<file path="src/rtl/core/dds_pkg.sv">
// ----------------------------------------------------------------------------
// dds_pkg: shared types and constants for the date day span block
// Field widths, result status codes and the calendar tables that turn a
// month number into the count of days before it.
// ----------------------------------------------------------------------------
package dds_pkg;

	// Field widths.
	localparam int YEAR_W  = 14;
	localparam int MONTH_W = 4;
	localparam int DAY_W   = 5;
	localparam int SPAN_W  = 23;
	localparam int STAT_W  = 2;

	// A day number for years up to 9999 stays below 2**22.
	localparam int DNUM_W  = 22;
	localparam int CUM_W   = 9;
	localparam int CENT_W  = 7;

	// Year divided by 100 as (year * CENT_RECIP) >> CENT_SHIFT, exact below 10923.
	localparam int CENT_RECIP_W = 13;
	localparam int CENT_SHIFT   = 19;
	localparam int PROD_W       = YEAR_W + CENT_RECIP_W;
	localparam logic [CENT_RECIP_W-1:0] CENT_RECIP = 13'd5243;

	localparam logic [YEAR_W-1:0]  YEAR_MAX   = 14'd9999;
	localparam logic [MONTH_W-1:0] MONTH_LAST = 4'd12;

	// Result status codes.
	typedef enum logic [STAT_W-1:0] {
		ST_OK        = 2'd0,
		ST_NULL      = 2'd1,
		ST_BAD_MONTH = 2'd2
	} status_t;

	// Days in the months before the given month of a common year.
	function automatic logic [CUM_W-1:0] days_before_month(input logic [MONTH_W-1:0] m);
		logic [CUM_W-1:0] c;
		case (m)
			4'd2:    c = 9'd31;
			4'd3:    c = 9'd59;
			4'd4:    c = 9'd90;
			4'd5:    c = 9'd120;
			4'd6:    c = 9'd151;
			4'd7:    c = 9'd181;
			4'd8:    c = 9'd212;
			4'd9:    c = 9'd243;
			4'd10:   c = 9'd273;
			4'd11:   c = 9'd304;
			4'd12:   c = 9'd334;
			default: c = 9'd0;
		endcase
		return c;
	endfunction

endpackage

</file>
<file path="src/rtl/core/dds_day_num.sv">
// ----------------------------------------------------------------------------
// dds_day_num: three-stage day number converter
// Turns one date into its day count from 0000-01-00 under the proleptic
// Gregorian leap rule. All stages advance together on the enable.
// ----------------------------------------------------------------------------
module dds_day_num
	import dds_pkg::*;
(
	input  logic               clk,
	input  logic               en,
	input  logic [YEAR_W-1:0]  year,
	input  logic [MONTH_W-1:0] month,
	input  logic [DAY_W-1:0]   day,
	output logic [DNUM_W-1:0]  day_num
);

	// Stage 1: capture the date and the century count by reciprocal multiply.
	logic [PROD_W-1:0]  cent_prod;
	logic [YEAR_W-1:0]  year_s1;
	logic [MONTH_W-1:0] month_s1;
	logic [DAY_W-1:0]   day_s1;
	logic [CENT_W-1:0]  cent_s1;

	assign cent_prod = PROD_W'(year) * PROD_W'(CENT_RECIP);

	always_ff @(posedge clk) begin
		if (en) begin
			year_s1  <= year;
			month_s1 <= month;
			day_s1   <= day;
			cent_s1  <= cent_prod[CENT_SHIFT +: CENT_W];
		end
	end

	// Stage 2: leap test, century terms of the previous year, year times 365.
	logic [YEAR_W-1:0]  cent_rem;
	logic               cent_year;
	logic               leap;
	logic [YEAR_W-1:0]  year_prev;
	logic [CENT_W-1:0]  prev_cent;
	logic [DNUM_W-1:0]  yr_days_s2;
	logic [YEAR_W-3:0]  quad_s2;
	logic [CENT_W-1:0]  cent_s2;
	logic [CUM_W:0]     cum_s2;
	logic [DAY_W-1:0]   day_s2;
	logic               year_zero_s2;

	always_comb begin
		cent_rem  = year_s1 - YEAR_W'(cent_s1) * YEAR_W'(100);
		cent_year = (cent_rem == '0);
		leap      = (year_s1[1:0] == 2'b00) && (!cent_year || cent_s1[1:0] == 2'b00);
		year_prev = year_s1 - YEAR_W'(1);
		// The previous year crosses a century only when this year starts one.
		prev_cent = cent_year ? cent_s1 - CENT_W'(1) : cent_s1;
	end

	always_ff @(posedge clk) begin
		if (en) begin
			yr_days_s2   <= DNUM_W'(year_s1) * DNUM_W'(365);
			quad_s2      <= year_prev[YEAR_W-1:2];
			cent_s2      <= prev_cent;
			cum_s2       <= {1'b0, days_before_month(month_s1)}
				+ (CUM_W+1)'(leap && month_s1 > 4'd2);
			day_s2       <= day_s1;
			year_zero_s2 <= (year_s1 == '0);
		end
	end

	// Stage 3: add up the day number.
	logic [DNUM_W-1:0] in_year;
	logic [DNUM_W-1:0] whole_years;
	logic [DNUM_W-1:0] day_num_s3;

	always_comb begin
		in_year     = DNUM_W'(cum_s2) + DNUM_W'(day_s2);
		whole_years = yr_days_s2 + DNUM_W'(quad_s2) - DNUM_W'(cent_s2)
			+ DNUM_W'(cent_s2[CENT_W-1:2]) + DNUM_W'(1);
	end

	always_ff @(posedge clk) begin
		if (en) begin
			day_num_s3 <= year_zero_s2 ? in_year : whole_years + in_year;
		end
	end

	assign day_num = day_num_s3;

endmodule

</file>
<file path="src/rtl/core/date_day_span_top.sv">
// ----------------------------------------------------------------------------
// date_day_span_top: signed day span between two calendar dates
// Checks both dates, converts each to a day number and returns the
// difference with a status code.
// ----------------------------------------------------------------------------
// Usage:
// A request carries two dates (year, month, day, null mark) and a flag
// saying both are plain dates. It is taken at a clock edge with in_valid
// high and in_stall low. The result appears on day_span and status with
// out_valid; the receiver takes it at an edge where out_stall is low.
// The block takes one request per cycle while no result is held back by
// out_stall: a four-stage pipeline where both day number converters and
// the status logic advance together.
// Status 0 gives the span (first date minus second, may be negative),
// 1 a null result (null mark, non-date flag or year above 9999), 2 an
// invalid month. day_span is zero unless status is 0.
// While out_stall holds back a valid result, the whole pipeline freezes
// and in_stall rises; nothing is lost or repeated. Empty stages still
// fill while the output waits only if the output holds no result.
// Reset clears all stage valid bits; the first request is taken at the
// first edge after arst_n is released.
// ----------------------------------------------------------------------------
module date_day_span_top
	import dds_pkg::*;
(
	input  logic               clk,
	input  logic               arst_n,
	input  logic               in_valid,
	output logic               in_stall,
	input  logic [YEAR_W-1:0]  first_year,
	input  logic [MONTH_W-1:0] first_month,
	input  logic [DAY_W-1:0]   first_day,
	input  logic               first_null,
	input  logic [YEAR_W-1:0]  second_year,
	input  logic [MONTH_W-1:0] second_month,
	input  logic [DAY_W-1:0]   second_day,
	input  logic               second_null,
	input  logic               both_dates,
	output logic               out_valid,
	input  logic               out_stall,
	output logic [SPAN_W-1:0]  day_span,
	output logic [STAT_W-1:0]  status
);

	// The pipeline moves unless a finished result is held at the output.
	logic en;
	assign en       = !(out_valid && out_stall);
	assign in_stall = !en;

	// Status decision on the raw request.
	status_t status_in;
	logic    bad_month;

	always_comb begin
		bad_month = (first_month == '0) || (first_month > MONTH_LAST)
			|| (second_month == '0) || (second_month > MONTH_LAST);
		if (first_null || second_null || !both_dates
			|| first_year > YEAR_MAX || second_year > YEAR_MAX) begin
			status_in = ST_NULL;
		end else if (bad_month) begin
			status_in = ST_BAD_MONTH;
		end else begin
			status_in = ST_OK;
		end
	end

	// Valid bits and status travel beside the converters.
	logic    valid_s1, valid_s2, valid_s3, valid_s4;
	status_t status_s1, status_s2, status_s3, status_s4;

	always_ff @(posedge clk or negedge arst_n) begin
		if (!arst_n) begin
			valid_s1 <= 1'b0;
			valid_s2 <= 1'b0;
			valid_s3 <= 1'b0;
			valid_s4 <= 1'b0;
		end else if (en) begin
			valid_s1 <= in_valid;
			valid_s2 <= valid_s1;
			valid_s3 <= valid_s2;
			valid_s4 <= valid_s3;
		end
	end

	always_ff @(posedge clk) begin
		if (en) begin
			status_s1 <= status_in;
			status_s2 <= status_s1;
			status_s3 <= status_s2;
			status_s4 <= status_s3;
		end
	end

	// One converter per date.
	logic [DNUM_W-1:0] first_num;
	logic [DNUM_W-1:0] second_num;

	dds_day_num u_first (
		.clk     (clk),
		.en      (en),
		.year    (first_year),
		.month   (first_month),
		.day     (first_day),
		.day_num (first_num)
	);

	dds_day_num u_second (
		.clk     (clk),
		.en      (en),
		.year    (second_year),
		.month   (second_month),
		.day     (second_day),
		.day_num (second_num)
	);

	// Output stage: the difference of day numbers, zero for any other status.
	logic [SPAN_W-1:0] span_s4;

	always_ff @(posedge clk) begin
		if (en) begin
			span_s4 <= (status_s3 == ST_OK)
				? SPAN_W'(first_num) - SPAN_W'(second_num) : '0;
		end
	end

	assign out_valid = valid_s4;
	assign day_span  = span_s4;
	assign status    = status_s4;

	// A non-valid status never carries a span.
	a_span_zero: assert property (@(posedge clk) disable iff (!arst_n)
		out_valid && status != ST_OK |-> day_span == '0)
		else $error("day_span nonzero with non-valid status");

	// The input is held back only while the output holds a result.
	a_stall_cause: assert property (@(posedge clk) disable iff (!arst_n)
		in_stall |-> out_valid && out_stall)
		else $error("in_stall raised without a held result");

	// A frozen pipeline keeps its inner items.
	a_freeze_hold: assert property (@(posedge clk) disable iff (!arst_n)
		!en |=> valid_s2 == $past(valid_s2) && valid_s3 == $past(valid_s3)
			&& status_s3 == $past(status_s3))
		else $error("pipeline stage changed while frozen");

endmodule
</file>
<file path="config.mk">
export PLATFORM = sky130hd
export DESIGN_NAME = date_day_span_top
export DESIGN_NICKNAME = d
export VERILOG_FILES = /design/src/rtl/core/dds_pkg.sv /design/src/rtl/core/dds_day_num.sv /design/src/rtl/core/date_day_span_top.sv
export SDC_FILE = /design/constraint.sdc
export NUM_CORES = 1
export LEC_CHECK = 0
export BUFFER_PORTS_ARGS = -buffer_cell sky130_fd_sc_hd__buf_2
export CAP_MARGIN = 20
export CORE_MARGIN = 5
export CORE_UTILIZATION = 47
export CTS_BUF_LIST = sky130_fd_sc_hd__clkbuf_4 sky130_fd_sc_hd__clkbuf_8
export CTS_CLUSTER_DIAMETER = 50
export DETAILED_ROUTE_END_ITERATION = 8
export SYNTH_ARGS = -nofsm -noshare
export SYNTH_HDL_FRONTEND = slang
export SYNTH_SLANG_ARGS = --single-unit
</file>
<file path="constraint.sdc">
create_clock -name clk -period 15.23 [get_ports clk]
set_input_delay 2.2845 -clock clk [delete_from_list [all_inputs] [get_ports clk]]
set_output_delay 2.2845 -clock clk [all_outputs]
set_load 0.005 [all_outputs]
</file>
==> results.tsv <==
metric	value	unit
status	completed	
Die Footprint	65700	sq um
placed instance area	29900	sq um
starting utilization of the core area	0.473	
H-tree depth	2	
capturing element type of the critical path	flop	
crit start category	primary input	
Die Span X	256	um
Warnings, synthesis	0	
sequential fraction of the synthesis area	0.278	
weighted congestion reported at the end of routability-driven placement	0.895	
detailed-routed wire length on met2	26900	um
flops & latches, synth	271	
average wire per standard cell	16.0	um
worst slack on hold paths	0.419	ns
worst r2r path cells	19	
clock latency on the worst-skew pair	0.66	ns
height of the chip	256	um
Sum Neg Setup Slack	0	ns
Worst Setup Path Type	primary input to flop	
crit path cell chain	buf_2 > ha_1 > inv_1 > fa_1 > inv_1 > fa_1 > inv_1 > fa_1 > fa_1 > inv_1 > ha_1 > nor3_1 > nand2_1 > o211ai_1 > a2111oi_0 > a2111oi_0 > a21oi_1 > a21oi_1 > xnor2_1	
remaining number of nets flagged by the antenna check after routing	0	
routed vias	18500	
count of endpoints failing hold in the final timing report	0	
transition time at the pin with the least slew margin	1.07	ns
share of layout cells above drive strength 1	0.0777	
vias in the first global route	19600	
flip-flop cell with the highest count after synthesis	sky130_fd_sc_hd__edfxtp_1	
crit-path max FO	8	
Remaining DRCs	0	
RSZ-0062 raised after global routing	no	
total CTS buffers	55	
Setup violations, final	0	
fmax	0.142	GHz
1st-iter DRT viols	734	
Overall Global Routing Usage	0.178	
met3 wirelength from detailed routing	2650	um
number of logic stages on the critical path including buffering	19	
TritonRoute pass-1 iters	5	
clock transition at the registers of the reported paths	0.05	ns
number of pins with negative max-slew slack in the final report	0	
Mean Syn Cell Area	10.8	sq um
max cap viols	0	
detailed-routing wirelength on met1	26700	um
worst min-delay path class	flop to flop	
cell count after synthesis	2644	
post-synthesis instance area	28500	sq um
clock sink total	271	
buffer type at the clock tree root	sky130_fd_sc_hd__clkbuf_8	
net total in the final layout	3633	
number of port buffers	79	
final period demand of the worst path	7.04	ns
required arrival time at the worst endpoint	15.64	ns
crit-path max cell delay	0.90	ns
total wire length	57700	um
CP max-delay cell	sky130_fd_sc_hd__a2111oi_0	
via count normalized by instance count	5.13	
I/O pins	80	
count of standard-cell rows	90	
placed wire-length estimate	48200	um
area of all placed cells without fillers	31100	sq um
clock tree from TritonCTS	yes	
number of distinct standard cells referenced by the synthesized netlist	75	
FFs w/ async S/R, synth	0.0148	
residual overflow from global routing	0	
top routing layer in use	met5	
number of buffers added to fix hold violations after cts	0	
EDFF count, synth	249	
maximum buffer depth of the clock tree	3	
number of buffer and inverter stages on the critical path	5	
largest net degree at the start of global routing	86	
Core Box Area	60200	sq um
Critical Path AT	7.45	ns
cell depth of the worst min-delay path	0	
crit share post-route	0.462	
post-CTS resize count	0	
# fillers	5379	
Syn Nets	3503	
initial antenna violation count	3	
relative area change from synthesis to final layout	9.16	%
kind of cell adding the most delay to the critical path	adder cells	
Worst Clk Skew	0.0660	ns
buffer count from post-CTS setup fixing	0	
first-pass GRT wire length	97000	um
worst slew margin relative to its limit	0.286	
-- sequential cells by signal, indices dropped and copies added (netlist names), 12 cells and up, named ones only --
signal	cells
u_first.yr_days_s2	22
day_span	23
u_second.quad_s2	12
u_second.day_num	22
u_second.year_s1	14
u_second.yr_days_s2	22
u_first.day_num	22
u_first.year_s1	14
u_first.quad_s2	12
-- final timing paths --
check,from,end,slack (ns)
max,second_year[8],u_second.cent_s1[6],8.19
min,u_second.day_s1[3],u_second.day_s2[3],0.42
max reg2reg,u_second.day_s2[0],u_second.day_num[21],9.21
min reg2reg,u_second.day_s1[3],u_second.day_s2[3],0.42
max in group asynchronous,arst_n,valid_s2,13.69
min in group asynchronous,arst_n,out_valid,1.41
-- cell families (layout without fill, tap and decap cells) --
logic type	after synthesis	in the layout	share of synthesized area
adder cells (fa/ha/maj)	806	806	0.424
flip-flops	271	271	0.278
other	0	3	0
multiplexers	27	27	0.0100
AO/OA/AOI/OAI	356	356	0.0816
AND/OR/NAND/NOR	442	442	0.0766
XOR/XNOR	182	182	0.0559
buffers and inverters	560	734	0.0738
-- cell usage after synthesis, types with 6 or more instances --
library cell	instances	area share
sky130_fd_sc_hd__or2_2	11	0.0024
sky130_fd_sc_hd__nand3_1	43	0.0075
sky130_fd_sc_hd__and3_1	9	0.0020
sky130_fd_sc_hd__fa_1	265	0.19
sky130_fd_sc_hd__o211ai_1	8	0.0021
sky130_fd_sc_hd__o21ai_0	79	0.014
sky130_fd_sc_hd__o31a_1	6	0.0018
sky130_fd_sc_hd__clkbuf_1	11	0.0014
sky130_fd_sc_hd__inv_1	547	0.072
sky130_fd_sc_hd__or4_1	7	0.0018
sky130_fd_sc_hd__a211oi_1	12	0.0032
sky130_fd_sc_hd__a21o_1	29	0.0076
sky130_fd_sc_hd__a31oi_1	12	0.0026
sky130_fd_sc_hd__nand4_1	16	0.0035
sky130_fd_sc_hd__xor2_1	69	0.021
sky130_fd_sc_hd__mux2i_1	15	0.0053
sky130_fd_sc_hd__nand2b_1	27	0.0059
sky130_fd_sc_hd__edfxtp_1	249	0.26
sky130_fd_sc_hd__xnor2_1	113	0.035
sky130_fd_sc_hd__dfxtp_1	18	0.013
sky130_fd_sc_hd__o21bai_1	10	0.0026
sky130_fd_sc_hd__nor2_1	130	0.017
sky130_fd_sc_hd__o21a_1	28	0.0074
sky130_fd_sc_hd__or3_1	12	0.0026
sky130_fd_sc_hd__ha_1	541	0.24
sky130_fd_sc_hd__a211o_1	6	0.0018
sky130_fd_sc_hd__nand2_1	78	0.010
sky130_fd_sc_hd__nor2b_1	28	0.0061
sky130_fd_sc_hd__nor3_1	48	0.0084
sky130_fd_sc_hd__o2111ai_1	6	0.0018
sky130_fd_sc_hd__nor4_1	12	0.0026
sky130_fd_sc_hd__mux2_2	12	0.0047
sky130_fd_sc_hd__a21oi_1	107	0.019
-- area by class of cell --
class                           instances  area (sq um)  share of cell area
Sequential cell                       271          7940               0.255
Tap cell                              782           978              0.0314
Clock inverter                         20           219             0.00704
Multi-Input combinational cell       1813         18500               0.594
Timing Repair Buffer                   86           448              0.0144
Inverter                              547          2050              0.0660
Clock buffer                           81          1000              0.0322
Antenna cell                            3          7.51            0.000241
-- cells in the final DEF, fill, tap and decap left out, types with 28 or more instances in the layout --
| cell type | n |
|---|---|
| sky130_fd_sc_hd__a21o_1 | 29 |
| sky130_fd_sc_hd__a21oi_1 | 107 |
| sky130_fd_sc_hd__buf_2 | 79 |
| sky130_fd_sc_hd__clkbuf_8 | 63 |
| sky130_fd_sc_hd__edfxtp_1 | 249 |
| sky130_fd_sc_hd__fa_1 | 265 |
| sky130_fd_sc_hd__ha_1 | 541 |
| sky130_fd_sc_hd__inv_1 | 547 |
| sky130_fd_sc_hd__nand2_1 | 77 |
| sky130_fd_sc_hd__nand3_1 | 43 |
| sky130_fd_sc_hd__nor2_1 | 130 |
| sky130_fd_sc_hd__nor2b_1 | 28 |
| sky130_fd_sc_hd__nor3_1 | 48 |
| sky130_fd_sc_hd__o21a_1 | 28 |
| sky130_fd_sc_hd__o21ai_0 | 79 |
| sky130_fd_sc_hd__xnor2_1 | 113 |
| sky130_fd_sc_hd__xor2_1 | 69 |
-- per-layer routing --
metal / up-vias / GRT usage
li1: 9199 / -
met1: 8890 / 0.242
met2: 306 / 0.296
met3: 89 / 0.0346
met4: 2 / 0.0465
met5: - / 0
-- stage by stage --
stage / setup WS, ns / instances / util
global placement: 7.53 / 3497 / 0.496
floorplan: 2.69 / 2644 / -
global route: 7.79 / 3601 / 0.516
CTS: 8.16 / 3598 / 0.516
finish: 8.19 / 3603 / 0.517
detailed placement: 7.43 / 3497 / 0.496
Power is not shown: default switching activity piles up to over one toggle a cycle in this logic, so the estimate is an artifact.
